`src/rtl/csed_pkg.sv`:
```
// types, constants and decode helpers for the c-string escape decoder
// no dependencies; imported by c_string_escape_decoder
`timescale 1ns / 1ps

package csed_pkg;

  typedef enum logic [2:0] {
    MODE_IDLE = 3'd0,
    MODE_STR  = 3'd1,
    MODE_ESC  = 3'd2,
    MODE_OCT  = 3'd3,
    MODE_HEX  = 3'd4
  } mode_t;

  typedef enum logic [1:0] {
    KIND_BYTE   = 2'd0,
    KIND_CLOSED = 2'd1,
    KIND_UNTERM = 2'd2
  } kind_t;

  typedef struct packed {
    kind_t      kind;
    logic [7:0] out_byte;
    logic       last;
  } result_t;

  // outcome of one character in plain string context
  typedef struct packed {
    logic    emit;
    kind_t   kind;
    logic [7:0] out_byte;
    mode_t   mode;
  } plain_t;

  localparam int QDEPTH = 4;
  localparam int QPTR_W = $clog2(QDEPTH);
  localparam int QCNT_W = $clog2(QDEPTH + 1);

  localparam int OCT_DIGITS = 3;
  localparam int HEX_DIGITS = 2;

  localparam logic [7:0] CH_BSLASH = 8'h5C;
  localparam logic [7:0] CH_QUOTE  = 8'h22;
  localparam logic [7:0] CH_APOS   = 8'h27;
  localparam logic [7:0] CH_A      = 8'h61;
  localparam logic [7:0] CH_B      = 8'h62;
  localparam logic [7:0] CH_F      = 8'h66;
  localparam logic [7:0] CH_N      = 8'h6E;
  localparam logic [7:0] CH_R      = 8'h72;
  localparam logic [7:0] CH_T      = 8'h74;
  localparam logic [7:0] CH_X      = 8'h78;
  localparam logic [7:0] CH_0      = 8'h30;
  localparam logic [7:0] CH_7      = 8'h37;
  localparam logic [7:0] CH_9      = 8'h39;
  localparam logic [7:0] CH_UA     = 8'h41;
  localparam logic [7:0] CH_UF     = 8'h46;

  localparam logic [7:0] BYTE_BEL = 8'd7;
  localparam logic [7:0] BYTE_BS  = 8'd8;
  localparam logic [7:0] BYTE_FF  = 8'd12;
  localparam logic [7:0] BYTE_LF  = 8'd10;
  localparam logic [7:0] BYTE_CR  = 8'd13;
  localparam logic [7:0] BYTE_TAB = 8'd9;

  function automatic logic is_oct(input logic [7:0] c);
    return (c >= CH_0) && (c <= CH_7);
  endfunction

  // bit 4 flags a hex digit, bits 3:0 carry its value
  function automatic logic [4:0] hex_digit(input logic [7:0] c);
    logic [7:0] d;
    d = 8'd0;
    if ((c >= CH_0) && (c <= CH_9)) begin
      d = c - CH_0;
      return {1'b1, d[3:0]};
    end else if ((c >= CH_A) && (c <= CH_F)) begin
      d = c - CH_A + 8'd10;
      return {1'b1, d[3:0]};
    end else if ((c >= CH_UA) && (c <= CH_UF)) begin
      d = c - CH_UA + 8'd10;
      return {1'b1, d[3:0]};
    end
    return 5'd0;
  endfunction

  function automatic plain_t plain_char(input logic [7:0] c);
    plain_t p;
    p.emit     = 1'b1;
    p.kind     = KIND_BYTE;
    p.out_byte = c;
    p.mode     = MODE_STR;
    if (c == CH_BSLASH) begin
      p.emit     = 1'b0;
      p.out_byte = 8'd0;
      p.mode     = MODE_ESC;
    end else if (c == CH_QUOTE) begin
      p.kind     = KIND_CLOSED;
      p.out_byte = 8'd0;
      p.mode     = MODE_IDLE;
    end
    return p;
  endfunction

endpackage

```
`src/rtl/c_string_escape_decoder.sv`:
```
// c-string literal unescape: input register, single-pass decode, result queue
// depends on csed_pkg
`timescale 1ns / 1ps

// Streaming decoder for double-quoted C-style strings, one character per request.
// Slave side: s_axis_tdata carries the character, s_axis_tuser marks the opening
// quote of a new string. Master side: m_axis_tdata is the decoded byte,
// m_axis_tuser the result kind (byte, closed, unterminated), m_axis_tlast marks
// the final result caused by one input character. A character causes zero, one
// or two results.
// Path: a character waits in the input register and is then decoded into a
// four-entry queue, from which its results are offered on the master side.
// Throughput: one character per cycle while the queue holds at most two
// results; the master side takes at most one result per cycle, and this
// bounds the sustained rate.
// Reset (rst, synchronous) returns the decoder to idle outside any string and
// empties the queue and the input register.
// When the receiver stalls, the queue fills and s_axis_tready drops once the
// held character could no longer be decoded; nothing is lost or reordered.

module c_string_escape_decoder
  import csed_pkg::*;
(
  input  logic       clk,
  input  logic       rst,
  input  logic       s_axis_tvalid,
  output logic       s_axis_tready,
  input  logic [7:0] s_axis_tdata,   // [7:0] ch
  input  logic       s_axis_tuser,   // [0] start_req
  output logic       m_axis_tvalid,
  input  logic       m_axis_tready,
  output logic [7:0] m_axis_tdata,   // [7:0] out_byte
  output logic [1:0] m_axis_tuser,   // [1:0] kind
  output logic       m_axis_tlast
);

  // input register
  logic       in_valid;
  logic       in_start;
  logic [7:0] in_ch;

  // decoder state
  mode_t      mode, mode_next;
  logic [1:0] digit_count, digit_count_next;
  logic [8:0] escape_accum, escape_accum_next;

  // result queue
  result_t             queue [QDEPTH];
  logic [QPTR_W-1:0]   wr_ptr, rd_ptr;
  logic [QCNT_W-1:0]   count;

  logic    advance;
  logic    pop;
  logic    emit0, emit1;
  result_t res0, res1;
  plain_t  pc;
  logic [4:0] hx;
  logic [2:0] cnt_inc;
  logic [8:0] acc_oct, acc_hex;
  logic [1:0] push_n;

  assign advance       = in_valid && (count <= QCNT_W'(QDEPTH - 2));
  assign s_axis_tready = !in_valid || advance;
  assign pop           = m_axis_tvalid && m_axis_tready;

  always_ff @(posedge clk) begin
    if (rst) begin
      in_valid <= 1'b0;
    end else if (s_axis_tready) begin
      in_valid <= s_axis_tvalid;
    end
    if (s_axis_tvalid && s_axis_tready) begin
      in_start <= s_axis_tuser;
      in_ch    <= s_axis_tdata;
    end
  end

  always_comb begin
    pc      = plain_char(in_ch);
    hx      = hex_digit(in_ch);
    cnt_inc = {1'b0, digit_count} + 3'd1;
    acc_oct = {escape_accum[5:0], in_ch[2:0]};
    acc_hex = {escape_accum[4:0], hx[3:0]};

    mode_next         = mode;
    digit_count_next  = digit_count;
    escape_accum_next = escape_accum;
    emit0 = 1'b0;
    emit1 = 1'b0;
    res0  = '{kind: KIND_BYTE, out_byte: 8'd0, last: 1'b0};
    res1  = '{kind: pc.kind, out_byte: pc.out_byte, last: 1'b1};

    if (in_start) begin
      emit0             = (mode != MODE_IDLE);
      res0.kind         = KIND_UNTERM;
      mode_next         = MODE_STR;
      digit_count_next  = 2'd0;
      escape_accum_next = 9'd0;
    end else begin
      unique case (mode)
        MODE_STR: begin
          emit0         = pc.emit;
          res0.kind     = pc.kind;
          res0.out_byte = pc.out_byte;
          mode_next     = pc.mode;
        end
        MODE_ESC: begin
          mode_next = MODE_STR;
          emit0     = 1'b1;
          unique case (in_ch)
            CH_BSLASH, CH_APOS, CH_QUOTE: res0.out_byte = in_ch;
            CH_A: res0.out_byte = BYTE_BEL;
            CH_B: res0.out_byte = BYTE_BS;
            CH_F: res0.out_byte = BYTE_FF;
            CH_N: res0.out_byte = BYTE_LF;
            CH_R: res0.out_byte = BYTE_CR;
            CH_T: res0.out_byte = BYTE_TAB;
            CH_X: begin
              emit0             = 1'b0;
              mode_next         = MODE_HEX;
              digit_count_next  = 2'd0;
              escape_accum_next = 9'd0;
            end
            default: begin
              if (is_oct(in_ch)) begin
                emit0             = 1'b0;
                mode_next         = MODE_OCT;
                digit_count_next  = 2'd1;
                escape_accum_next = {6'd0, in_ch[2:0]};
              end else begin
                emit0         = pc.emit;
                res0.kind     = pc.kind;
                res0.out_byte = pc.out_byte;
                mode_next     = pc.mode;
              end
            end
          endcase
        end
        MODE_OCT: begin
          if (is_oct(in_ch) && (digit_count < 2'(OCT_DIGITS))) begin
            if (cnt_inc >= 3'(OCT_DIGITS)) begin
              emit0             = 1'b1;
              res0.out_byte     = acc_oct[7:0];
              mode_next         = MODE_STR;
              digit_count_next  = 2'd0;
              escape_accum_next = 9'd0;
            end else begin
              digit_count_next  = cnt_inc[1:0];
              escape_accum_next = acc_oct;
            end
          end else begin
            // flush the pending byte, then treat the char as plain
            emit0             = 1'b1;
            res0.out_byte     = escape_accum[7:0];
            emit1             = pc.emit;
            digit_count_next  = 2'd0;
            escape_accum_next = 9'd0;
            mode_next         = pc.mode;
          end
        end
        MODE_HEX: begin
          if (hx[4] && (digit_count < 2'(HEX_DIGITS))) begin
            if (cnt_inc >= 3'(HEX_DIGITS)) begin
              emit0             = 1'b1;
              res0.out_byte     = acc_hex[7:0];
              mode_next         = MODE_STR;
              digit_count_next  = 2'd0;
              escape_accum_next = 9'd0;
            end else begin
              digit_count_next  = cnt_inc[1:0];
              escape_accum_next = acc_hex;
            end
          end else begin
            emit0             = 1'b1;
            res0.out_byte     = escape_accum[7:0];
            emit1             = pc.emit;
            digit_count_next  = 2'd0;
            escape_accum_next = 9'd0;
            mode_next         = pc.mode;
          end
        end
        default: mode_next = MODE_IDLE;
      endcase
    end
    res0.last = !emit1;
    push_n    = advance ? ({1'b0, emit0} + {1'b0, emit1}) : 2'd0;
  end

  always_ff @(posedge clk) begin
    if (rst) begin
      mode         <= MODE_IDLE;
      digit_count  <= 2'd0;
      escape_accum <= 9'd0;
    end else if (advance) begin
      mode         <= mode_next;
      digit_count  <= digit_count_next;
      escape_accum <= escape_accum_next;
    end
  end

  always_ff @(posedge clk) begin
    if (rst) begin
      wr_ptr <= '0;
      rd_ptr <= '0;
      count  <= '0;
    end else begin
      wr_ptr <= wr_ptr + QPTR_W'(push_n);
      if (pop) begin
        rd_ptr <= rd_ptr + QPTR_W'(1);
      end
      count <= count + QCNT_W'(push_n) - QCNT_W'(pop);
    end
    if (advance && emit0) begin
      queue[wr_ptr] <= res0;
    end
    if (advance && emit1) begin
      queue[wr_ptr + QPTR_W'(1)] <= res1;
    end
  end

  assign m_axis_tvalid = (count != '0);
  assign m_axis_tdata  = queue[rd_ptr].out_byte;
  assign m_axis_tuser  = queue[rd_ptr].kind;
  assign m_axis_tlast  = queue[rd_ptr].last;

  // queue never overflows
  assert property (@(posedge clk) disable iff (rst) count <= QCNT_W'(QDEPTH))
    else $error("result queue overflow");

  // a second result only follows a first one
  assert property (@(posedge clk) disable iff (rst) (advance && emit1) |-> emit0)
    else $error("second result without first");

  // octal escape holds one or two digits between characters
  assert property (@(posedge clk) disable iff (rst)
      (mode == MODE_OCT) |-> (digit_count == 2'd1 || digit_count == 2'd2))
    else $error("octal digit count out of range");

  // hex escape holds at most one digit between characters
  assert property (@(posedge clk) disable iff (rst)
      (mode == MODE_HEX) |-> (digit_count <= 2'd1))
    else $error("hex digit count out of range");

  // a held character stays held until it is decoded
  assert property (@(posedge clk) disable iff (rst)
      (in_valid && !advance) |=> (in_valid && $stable(in_ch) && $stable(in_start)))
    else $error("held character lost");

endmodule

```
`config.mk`:
```
export PLATFORM = sky130hd
export DESIGN_NAME = c_string_escape_decoder
export DESIGN_NICKNAME = d
export VERILOG_FILES = /design/src/rtl/csed_pkg.sv /design/src/rtl/c_string_escape_decoder.sv
export SDC_FILE = /design/constraint.sdc
export NUM_CORES = 1
export LEC_CHECK = 0
export BUFFER_PORTS_ARGS = -buffer_cell sky130_fd_sc_hd__buf_2
export CAP_MARGIN = 20
export CORE_MARGIN = 5
export CORE_UTILIZATION = 48
export DETAILED_ROUTE_END_ITERATION = 10
export HOLD_SLACK_MARGIN = 0.03
export PLACE_DENSITY = 0.65
export RECOVER_POWER = 25
export SYNTH_ARGS = -nofsm -noshare
export SYNTH_HDL_FRONTEND = slang
export SYNTH_SLANG_ARGS = --single-unit
```
`constraint.sdc`:
```
create_clock -name clk -period 4.9 [get_ports clk]
set_input_delay 0.49 -clock clk [delete_from_list [all_inputs] [get_ports clk]]
set_output_delay 0.49 -clock clk [all_outputs]
set_load 0.005 [all_outputs]
```
Yosys cells after proc, flatten, opt, wreduce, memory -nomap -nowiden
Memory sizes are Yosys's and may differ from the RTL's. A register that Yosys moved wholly into a read port is not among the register bits. Index checks and enable logic that the tools add are counted.

Register bits after elaboration: 30. Latch bits: 0. Bits in writable memories: 44. ROM bits: 0. Bits of input ports: 13. Output and inout port bits: 13. Word-level logic and storage cells: 139. Memories kept: 1.

$add $sub $neg: 12. Multipliers: 0. Divide/modulo/power cells: 0. $lt $le $gt $ge: 12. Eq/ne operators: 18. Shift operators: 0. Mux-type cells: 65. Bitwise operators: 0. Reduce and logical (&&, ||, !) cells: 22.

Memories: queue (words 4, width 11, rd ports 1, clocked after Yosys merged registers in 1, write ports 2, line c_string_escape_decoder.sv:48) `result_t queue [QDEPTH];`.

Operator list (count): 8-bit two-way mux (11); 8-bit by 7-bit == test with 1-bit output, second input constant (8); 8-bit case mux with 8 select lines (1); 8-bit case mux with 4 select lines (1); 2-bit two-way mux (12); 8-bit case mux with 3 select lines (1); 5-bit two-way mux (4); 3-bit two-way mux (6); 1-bit two-way mux (17); 8-bit by 6-bit == test with 1-bit output, second input constant (2); 8-bit by 7-bit >= comparator with 1-bit output, second input constant (2); 8-bit by 6-bit less-or-equal comparator with 1-bit output, second input constant (2); 8-bit by 7-bit less-or-equal comparator with 1-bit output, second input constant (2); 8-bit case mux with 2 select lines (1); 12-bit two-way mux (1); 3-bit case mux with 4 select lines (1); 4-bit by 1-bit subtractor with 4-bit output, second input constant (3); 1-bit logical AND (11); 11-bit two-way mux (1); 10-bit two-way mux (1); 10-bit OR reduction (1); 9-bit OR reduction (1); 4-bit adder, second input constant (2); 8-bit by 6-bit >= comparator with 1-bit output, second input constant (1); 27 further kinds (36).

Depth between registers and ports, before layout
Gate-level depths: netlist of the first run.

Depth in word-level cells: 14. Gate-level depth with buffers: 18. Gate-level depth less buffers: 18.

Least setup slack after synthesis of the first run
Ideal clock, no wire load.

Path kind: reg2reg. Start point: reg in_ch[0]. End point: reg count[2]. Setup time: 0.128 ns. Arrival: 3.442 ns. Data required time: 4.772 ns. Setup slack: 1.331 ns. Stages on the path, launching flop included: 18. Buffers on the path: 0. Clock period less this slack: 3.569 ns. Cells stage by stage: edfxtp_1 > inv_1 > ha_1 > nor2b_1 > a21boi_1 > or3_4 > a211oi_4 > inv_1 > ha_1 > nand2_1 > ha_1 > inv_1 > ha_1 > inv_1 > fa_1 > xnor2_1 > xnor2_1 > nor2_1.

Word-level cells in the longest chain between the ends: 14. Elaborated cells on any way between the ends: 45. Classes of those cells: 3 x add/sub; 7 x order compare; 10 x eq/ne; 18 x mux; 7 x reduce/logical.

Ends and longest elaborated chain: start: declaration (line c_string_escape_decoder.sv:40) `logic [7:0] in_ch;`; start signal: assignment (line c_string_escape_decoder.sv:74) `in_ch <= s_axis_tdata;`; 8-bit by 7-bit >= comparator with 1-bit output / 8-bit by 7-bit less-or-equal comparator with 1-bit output (equally long branches) (line csed_pkg.sv:79) `end else if ((c >= CH_UA) && (c <= CH_UF)) begin`; 1-bit logical AND (line csed_pkg.sv:79); 1-bit two-way mux (line csed_pkg.sv:79); 1-bit two-way mux (line csed_pkg.sv:76) `end else if ((c >= CH_A) && (c <= CH_F)) begin`; 1-bit two-way mux (line csed_pkg.sv:73) `if ((c >= CH_0) && (c <= CH_9)) begin`; 5-bit two-way mux (line csed_pkg.sv:83) `return 5'd0;`; 1-bit logical AND (line c_string_escape_decoder.sv:162) `if (hx[4] && (digit_count < 2'(HEX_DIGITS))) begin`; 1-bit two-way mux (line c_string_escape_decoder.sv:162); 1-bit case mux with 4 select lines / 1-bit case mux with 2 select lines (equally long branches) (line c_string_escape_decoder.sv:100) `unique case (mode)`; 1-bit two-way mux (line c_string_escape_decoder.sv:93) `if (in_start) begin`; 1-bit by 1-bit adder with 2-bit output (*) (line c_string_escape_decoder.sv:186) `push_n = advance ? ({1'b0, emit0} + {1'b0, emit1}) : 2'd0;`; 2-bit two-way mux (*) (line c_string_escape_decoder.sv:186); 3-bit by 2-bit adder with 3-bit output (*) (line c_string_escape_decoder.sv:211) `count <= count + QCNT_W'(push_n) - QCNT_W'(pop);`; 3-bit by 1-bit subtractor with 3-bit output (*) (line c_string_escape_decoder.sv:211); end signal: assignment (line c_string_escape_decoder.sv:211); end: declaration (line c_string_escape_decoder.sv:50) `logic [QCNT_W-1:0] count;`.

Mark *: on every way between the ends. The rest lies on a longest branch, timed or not. A chain may end at the register's enable or synchronous reset.

Worst setup path in the final report of the first run
Start point: reg in_ch[4]. End point: reg count[2].

Same word-level chain as after synthesis.

==> results.toml, run 1 <==
[synth]
ys_ff_latch = 76
synth_top_family_by_area = "compound AO/OA/AOI/OAI gates"
syn_inst = 467
synth-compound-area-share_pct = 21.1
synth_area_leaders = "edfxtp_1 29%, dfxtp_1 13%, mux4_2 5.4%, o22ai_1 4.2%, ha_1 4.1%"
yosysTopAreaCell = "edfxtp_1"
syn-num-nets = 496
synth-async-reset-ratio_pct = 0
yosys_most_used_dff = "edfxtp_1"
ys_warn_count = 0
synthMuxAreaShare_pct = 6.25
synth_top_cell_area_share_pct = 29.3
yosys.area_share.simple_pct = 19.9
ys_seq_area_share_pct = 42.8
synth_common_cells = "45 x edfxtp_1, 44 x nand2_1, 31 x dfxtp_1, 31 x nor2_1, 31 x o22ai_1"
synth_fa_ha_area_share_pct = 4.51
synth.avg_cell_area_um2 = 9.86
synth_edf_count = 45
synthXorXnorAreaFrac_pct = 1.14
synth.distinct_cells = 78
mappedNetlistArea_um2 = 4600
synth.most_common_cell = "edfxtp_1"

[global_routing]
antenna_found_initial = 0
grt_pass1_wl_um = 19000
grt_use_total_pct = 21.0
grt_pass1_vias = 3567
grt-ovfl-total = 0
grt_max_degree = 22

[timing]
setup_viol = 0
worstMarginPinSlew_ns = 0.737
max_freq_mhz = 246
skew_ns = 0.0110
rsz0062_at_grt = "false"
min_period_over_period_pct = 83.1
slew_violations = 0
tns_ns = 0
hold_viol_final = 0
slew_headroom_pct = 50.8
worst_slack_ns = 0.831
period_needed_ns = 4.07

[power_and_ir_drop]
power_w = 0.00161
p_seq_share_pct = 49.5
power.density_nw_per_um2 = 324
worst_ir_drop_vdd_mv = 0.189
switching_share_pct = 30.1
combPwrFrac_pct = 21.2
power_frac_clock_pct = 29.2
p_sw_w = 0.000485
intPower_w = 0.00113
p_leak_nw = 1.65

[placement]
place_area_um2 = 4770
port_buffers = 25
place_ws_ns = 0.905
dp.final_hpwl_um = 8710
gp_congestion = 0.915

[critical_path]
worstPathArrival_ns = 4.31
crit_required_ns = 5.14
crit_family = "adder cells"
ff2ff_path_depth = 15
critPathBufInv = 3
max_stage_delay_ns = 0.67
setup.worst_path.start = "in_ch[4]"
worstSetupStartpointType = "flip-flop"
worstReg2RegStart = "in_ch[4]"
reg2reg_to = "count[2]"
cp_slowest_cell = "edfxtp_1"
path_max_fanout = 15
path_cells = "nand4bb_1 > o31ai_1 > a311oi_2 > a211oi_4 > inv_1 > ha_1 > nand2_1 > ha_1 > inv_1 > ha_1 > inv_1 > fa_1 > xnor2_1 > xnor2_1 > nor2_1"
critPathKind = "flip-flop to flip-flop"
end_kind = "flip-flop"
reg2reg_slack_ns = 0.83

[routing]
routedWlPerCell_um = 19.3
drt_iter0_drc = 400
finalWirelength_um = 11800
avgViaCountPerCell = 6.26
vias = 3824
drt_pass1_iterations = 5
drt_drc_violations_left = 0
drtAntennaViolNets = 0

[layout]
fillers = 893
multiInputGateArea_um2 = 2440
fin_util_pct = 53.5
diodes = 0
final_area_um2 = 4960
regArea_um2 = 1970
layout-drive-gt1-share_pct = 14.9
area_delta_synth_final_pct = 7.80
fin_nets = 506

[die]
ios = 26
rows = 35
die_y_um = 108
dieArea_um2 = 11700
die_w_um = 108
initial_core_util_pct = 49.6
core_area_um2 = 9280

[clock_network]
cts_tree = "built"
numCtsBuffers = 9
clock_latency_ns = 0.36
clk_pin_slew_worst_paths_ns = 0.08
clock_path_buffers = 2
cts_resized = 0
hold_buffers = 0
h-tree-depth = 3
cts_root_buf = "clkbuf_8"
cts_setup_buffers = 0
clock-sinks = 76

[min_path]
hp-start = "s_axis_tdata[1]"
min-delay-path-class = "primary input to flip-flop"
whs_endpoint = "in_ch[1]"
hold_path_depth = 1

[run_status]
status = "completed"

[flow_run]
drv_cap = 0
-- area by class of cell --
type                    count  area share, %
inverters                  19           1.44
clock inverters             4          0.580
repair buffers             26           2.57
multi-input cells         345           49.1
clock buffers              12           3.35
flip-flops and latches     76           39.7
well taps                 129           3.25
-- cell usage in the layout, fill, tap and decap left out, types with 5 or more instances in the layout --
cell       n
a22o_1     5
inv_1     17
o22ai_1   31
nor2_1    31
and2_1     5
buf_2     21
clkbuf_1   5
nand2_1   44
and3_1    10
a21oi_1   20
clkbuf_8  10
ha_1      15
nor2b_1    7
xnor2_1    5
mux4_2    11
dfxtp_1   31
nand3_1   20
o21ai_1    5
nor3_1    10
o211ai_1   6
edfxtp_1  45
a31oi_1    8
o21ai_0   18
-- metrics by stage --
step                      hold WS (ns)  instances
final                            0.302        611
after global routing             0.288        611
after CTS                        0.290        611
after detailed placement         0.453        595
after global placement           0.445        595
after floorplan                  0.425        467
-- registers in the layout, summed over array words and instances (netlist names), named ones only --
name and cells:
mode 3, queue 44, in_valid 1, count 3
in_start 1, in_ch 8, wr_ptr 2, escape_accum 8
digit_count 2, rd_ptr 2
-- worst max-delay path by stage --
stage	to	slack, ns	cells past startpoint
after floorplan	count[2]	1.33	17
after global placement	count[2]	0.99	15
after detailed placement	count[2]	0.90	15
after CTS	count[2]	0.88	15
after global routing	count[2]	0.52	15
final	count[2]	0.83	15
-- cells by family after synthesis --
group | Yosys count
AO/OA/AOI/OAI | 138
XOR/XNOR | 6
adder cells (fa/ha/maj) | 16
buffers and inverters | 46
flip-flops | 76
multiplexers | 15
AND/OR/NAND/NOR | 170
-- power by group through the flow --
stage | Clock, W | Combinational (W) | Sequential, W
after floorplan | 0 | 0.000297 | 0.000758
after global placement | 0 | 0.000340 | 0.000810
after detailed placement | 0 | 0.000345 | 0.000813
after CTS | 0.000479 | 0.000347 | 0.000799
after global routing | 0.000506 | 0.000381 | 0.000809
final | 0.000471 | 0.000342 | 0.000797
-- worst register-to-register path, cell delays in order, from the launching register on --
cell       delay (ns)
edfxtp_1         0.67
nand4bb_1        0.56
o31ai_1          0.52
a311oi_2         0.19
a211oi_4         0.32
inv_1            0.09
ha_1             0.29
nand2_1          0.07
ha_1             0.28
inv_1            0.06
ha_1             0.13
inv_1            0.05
fa_1             0.37
xnor2_1          0.17
xnor2_1          0.14
nor2_1           0.05
-- routing by layer --
metal | vias up | GRT usage, % | share of wire [%]
li1 | 1813 | - | -
met1 | 1833 | 28.7 | 45
met2 | 153 | 33.7 | 47
met3 | 25 | 4.48 | 6.3
met4 | 0 | 5.86 | 1.7
met5 | - | 0 | 0
No activity file was read; power rests on OpenSTA's default activity.
==> run 2: changes to the inputs <==
==> constraint.sdc (replaced) <==
create_clock -name clk -period 4 [get_ports clk]
set_input_delay 0.4 -clock clk [delete_from_list [all_inputs] [get_ports clk]]
set_output_delay 0.4 -clock clk [all_outputs]
set_load 0.005 [all_outputs]
==> run 2 against run 1 <==
  * Sequential cell count is the same
  * Fmax grew 7.5%
  * Sequential power grew 21%
  * Register-to-register slack lost 0.61 ns
  * Non-clock buffer count grew 15
  * Sequential share of layout area shrank 0.90 points
  * Cell count grew 2.5%
  * Largest power group unchanged
  * Highest routed layer unchanged
==> results.toml, run 2 (synthesis gave the netlist of run 1 again) <==
[layout]
multiInputGateArea_um2 = 2450
fillers = 839
regArea_um2 = 1970
top_register = "queue"
fin_nets = 521
final_cell_mix = "45 x edfxtp_1, 44 x nand2_1, 31 x nor2_1, 31 x o22ai_1, 31 x dfxtp_1"
reg.largest.list = "queue x44, escape_accum x8, in_ch x8"
area_delta_synth_final_pct = 10.3
layout_commonest_cell = "edfxtp_1"
layout-drive-gt1-share_pct = 18.5
final_area_um2 = 5080
largest_reg_flops = 44
diodes = 0

[timing]
worstMarginPinSlew_ns = 0.755
period_needed_ns = 3.78
skew_ns = 0.0132
slew_violations = 0
slew_headroom_pct = 49.3
hold_viol_final = 0
max_freq_mhz = 264
min_period_over_period_pct = 94.6
setup_viol = 0

[critical_path]
end_kind = "flip-flop"
worstPathArrival_ns = 4.02
worstSetupStartpointType = "flip-flop"
critPathKind = "flip-flop to flip-flop"
crit_required_ns = 4.23
path_max_fanout = 7

[die]
dieArea_um2 = 11700
ios = 26
initial_core_util_pct = 49.6
die_y_um = 108
rows = 35
die_w_um = 108
core_area_um2 = 9280

[routing]
finalWirelength_um = 11600
avgViaCountPerCell = 6.20
routedWlPerCell_um = 18.5
drt_drc_violations_left = 0
drt_pass1_iterations = 5
drtAntennaViolNets = 0
drt_iter0_drc = 396
vias = 3879

[clock_network]
cts_root_buf = "clkbuf_8"
clk_pin_slew_worst_paths_ns = 0.08
clock_latency_ns = 0.35
clock-sinks = 76
numCtsBuffers = 9
cts_tree = "built"
h-tree-depth = 3
clock_path_buffers = 2

[placement]
place_area_um2 = 4860
port_buffers = 25
gp_congestion = 0.987
dp.final_hpwl_um = 8610

[power_and_ir_drop]
power.density_nw_per_um2 = 387
power_w = 0.00196
worst_ir_drop_vdd_mv = 0.174
p_leak_nw = 1.70

[global_routing]
grt-ovfl-total = 0
grt.busiest_layer = "met2"
met1_usage_pct = 29.1
met2_usage_pct = 32.5
grt_util_met3_pct = 3.10
grt_pass1_wl_um = 19000
grt_max_degree = 21
grt_use_total_pct = 20.6
grt_pass1_vias = 3687
antenna_found_initial = 0

[min_path]
min-delay-path-class = "primary input to flip-flop"

[run_status]
status = "completed"

[flow_run]
drv_cap = 0
-- run 2: report_power, final --
part	internal (W)	switching (W)
Clock	0.000263	0.000288
Combinational	0.000226	0.000221
Sequential	0.000884	0.0000825
Total	0.00137	0.000592
-- run 2: final timing paths --
check | slack, ns | from | to | depth (start not counted)
setup / recovery | 0.22 | in_ch[1] | count[2] | 17
hold / removal | 0.22 | s_axis_tdata[6] | in_ch[6] | 1
setup reg to reg | 0.22 | in_ch[1] | count[2] | 17
hold reg to reg | 0.47 | queue[1][10] | queue[1][10] | 2
-- run 2: worst max-delay path, stage by stage (launching register included) --
cell and delay [ns]:
edfxtp_1 0.51, inv_1 0.18, ha_2 0.26, or3b_1 0.15
o211ai_2 0.14, or3_4 0.41, a211oi_4 0.33, inv_1 0.08
ha_1 0.28, nand2_1 0.06, ha_1 0.28, inv_1 0.05
ha_1 0.12, inv_1 0.04, fa_1 0.38, xnor2_1 0.18
xnor2_1 0.14, nor2_1 0.05
-- run 2: area by class of cell --
| type | instances | area share (%) |
|---|---|---|
| multi-input cells | 345 | 48.2 |
| flip-flops and latches | 76 | 38.8 |
| repair buffers | 41 | 4.75 |
| well taps | 129 | 3.18 |
| clock buffers | 11 | 3.01 |
| inverters | 19 | 1.40 |
| clock inverters | 5 | 0.665 |
-- run 2: per-layer routing --
metal / vias up / wire length (µm)
met5: - / 0
met1: 1862 / 5280
met3: 25 / 668
met4: 0 / 203
met2: 159 / 5460
li1: 1833 / -
-- run 2: metrics by stage --
step           instances  setup WS, ns  TNS, ns  hold slack [ns]  util, %
2_1_floorplan        467         0.431        0            0.425        -
3_3_place_gp         607         0.290        0            0.447     52.4
3_5_place_dp         607         0.146        0            0.456     52.4
4_1_cts              623         0.125        0            0.214     54.4
5_1_grt              626       -0.0164  -0.0164            0.216     54.7
6_report             626         0.216        0            0.222     54.7
-- run 2: timing repair --
item	CTS	global route
endpoints found under the setup margin	0	1
setup buffers	0	3
hold buffers	0	0
resized for setup	0	4
==> run 3: changes to the inputs <==
--- a/config.mk
+++ b/config.mk
@@ -7,6 +7,7 @@
 export LEC_CHECK = 0
 export BUFFER_PORTS_ARGS = -buffer_cell sky130_fd_sc_hd__buf_2
 export CAP_MARGIN = 20
+export CORE_ASPECT_RATIO = 1.1
 export CORE_MARGIN = 5
 export CORE_UTILIZATION = 48
 export DETAILED_ROUTE_END_ITERATION = 10
==> run 3 against run 2 <==
  * Hold slack got worse by 0.0079 ns
  * Register-to-register slack lost 0.02 ns
  * Worst setup slack got worse by 0.020 ns
  * Clock-buffer cell count shrank 1
  * Sequential share of layout area down 0.057 points
  * Utilization shrank 0.32 points
  * Wire length shrank 1.3%
  * First-iteration DRC count rose by 6.3%
  * Design area rose by 0.15%
  * Largest power group unchanged
==> results.toml, run 3 (synthesis gave the netlist of run 1 again) <==
[power_and_ir_drop]
p_leak_nw = 1.72
power.density_nw_per_um2 = 394
switching_share_pct = 29.5
p_seq_share_pct = 48.0
combPwrFrac_pct = 22.5
power_frac_clock_pct = 29.5
power_w = 0.00200
intPower_w = 0.00141
p_sw_w = 0.000590
worst_ir_drop_vdd_mv = 0.196

[layout]
reg.largest.list = "queue x44, escape_accum x8, in_ch x8"
layout_commonest_cell = "edfxtp_1"
final_area_um2 = 5090
fin_util_pct = 54.4
layout-drive-gt1-share_pct = 18.2
top_register = "queue"
diodes = 0
largest_reg_flops = 44
fin_nets = 523
final_cell_mix = "45 x edfxtp_1, 44 x nand2_1, 31 x nor2_1, 31 x o22ai_1, 31 x dfxtp_1"
area_delta_synth_final_pct = 10.5

[critical_path]
path_cells = "inv_1 > ha_1 > or3b_1 > o211ai_2 > or3_4 > a211oi_4 > inv_1 > ha_1 > nand2_1 > ha_1 > inv_1 > ha_1 > inv_1 > fa_1 > xnor2_1 > xnor2_1 > nor2_1"
critPathBufInv = 4
setup.worst_path.start = "in_ch[1]"
crit_family = "adder cells"
cp.depth = 17
cp_slowest_cell = "edfxtp_1"
worstReg2RegStart = "in_ch[1]"
critPathKind = "flip-flop to flip-flop"
reg2reg_slack_ns = 0.20
worstPathArrival_ns = 4.04
reg2reg_to = "count[2]"
end_kind = "flip-flop"
crit_required_ns = 4.24
max_stage_delay_ns = 0.49
path_max_fanout = 8
endpoint = "count[2]"
ff2ff_path_depth = 17
worstSetupStartpointType = "flip-flop"

[die]
die_y_um = 113
rows = 37
ios = 26
core_area_um2 = 9350
dieArea_um2 = 11700
initial_core_util_pct = 49.2
die_w_um = 103

[timing]
skew_ns = 0.00873
slew_headroom_pct = 48.3
worstMarginPinSlew_ns = 0.769
tns_ns = 0
hold_viol_final = 0
min_period_over_period_pct = 95.1
rsz0062_at_grt = "false"
setup_viol = 0
slew_violations = 0
period_needed_ns = 3.80
max_freq_mhz = 263

[clock_network]
cts_tree = "built"
hold_buffers = 0
clock-sinks = 76
clock_latency_ns = 0.36
h-tree-depth = 3
clock_path_buffers = 2
numCtsBuffers = 9
cts_root_buf = "clkbuf_8"
clk_pin_slew_worst_paths_ns = 0.08

[global_routing]
grt_pass1_vias = 3666
grt_use_total_pct = 20.4
grt-ovfl-total = 0
grt_pass1_wl_um = 18700
antenna_found_initial = 0
grt_max_degree = 21

[run_status]
status = "completed"

[routing]
drt_pass1_iterations = 5
drt_drc_violations_left = 0
vias = 3853
drt_iter0_drc = 421
avgViaCountPerCell = 6.25
routedWlPerCell_um = 18.6
finalWirelength_um = 11500
drtAntennaViolNets = 0

[flow_run]
drv_cap = 0

[placement]
dp.final_hpwl_um = 8600
place_area_um2 = 4860
port_buffers = 25
gp_congestion = 0.973

[min_path]
hold_path_depth = 1
min-delay-path-class = "primary input to flip-flop"
==> run 3: cell count changes in the layout (fill, tap and decap cells not counted), sizes merged <==
cell	before	now
bufinv	0	1
buf	38	39
==> run 3: worst min path at each step <==
stage                    start            to
3_3_place_gp       queue[3][0]   queue[3][0]
2_1_floorplan     queue[1][10]  queue[1][10]
4_1_cts        s_axis_tdata[1]      in_ch[1]
6_report       s_axis_tdata[3]      in_ch[3]
3_5_place_dp      queue[1][10]  queue[1][10]
5_1_grt        s_axis_tdata[1]      in_ch[1]
==> run 3: stage by stage <==
stage,hold slack (ns),setup slack [ns],instances
global placement,0.447,0.275,597
detailed placement,0.444,0.142,597
floorplan,0.425,0.431,467
finish,0.214,0.196,616
global route,0.201,0.0112,616
CTS,0.198,0.118,613
==> run 3: per-layer routing <==
layer,wire (µm),track usage (%),share of wire (%)
met1,5040,28.1,44
met2,5440,31.7,48
met3,667,2.96,5.8
met4,301,8.72,2.6
met5,0,0,0
==> run 3: power groups by stage <==
stage	Combinational, W	Sequential [W]	Clock, W
6_report	0.000450	0.000962	0.000591
5_1_grt	0.000501	0.000977	0.000636
4_1_cts	0.000450	0.000965	0.000600
3_5_place_dp	0.000448	0.000983	0
3_3_place_gp	0.000439	0.000978	0
2_1_floorplan	0.000364	0.000928	0
==> run 3: layout make-up <==
cell class	instances	area, µm²
repair buffers	43	255
inverters	19	71.3
multi-input cells	345	2440
flip-flops and latches	76	1970
clock inverters	6	62.6
well taps	117	146
fillers	858	4270
clock buffers	10	138
==> run 3: what timing repair did <==
item	in CTS	in global routing
hold endpoints to repair	0	0
endpoints found under the setup margin	0	1
buffers inserted	0	3
resized for setup	0	2
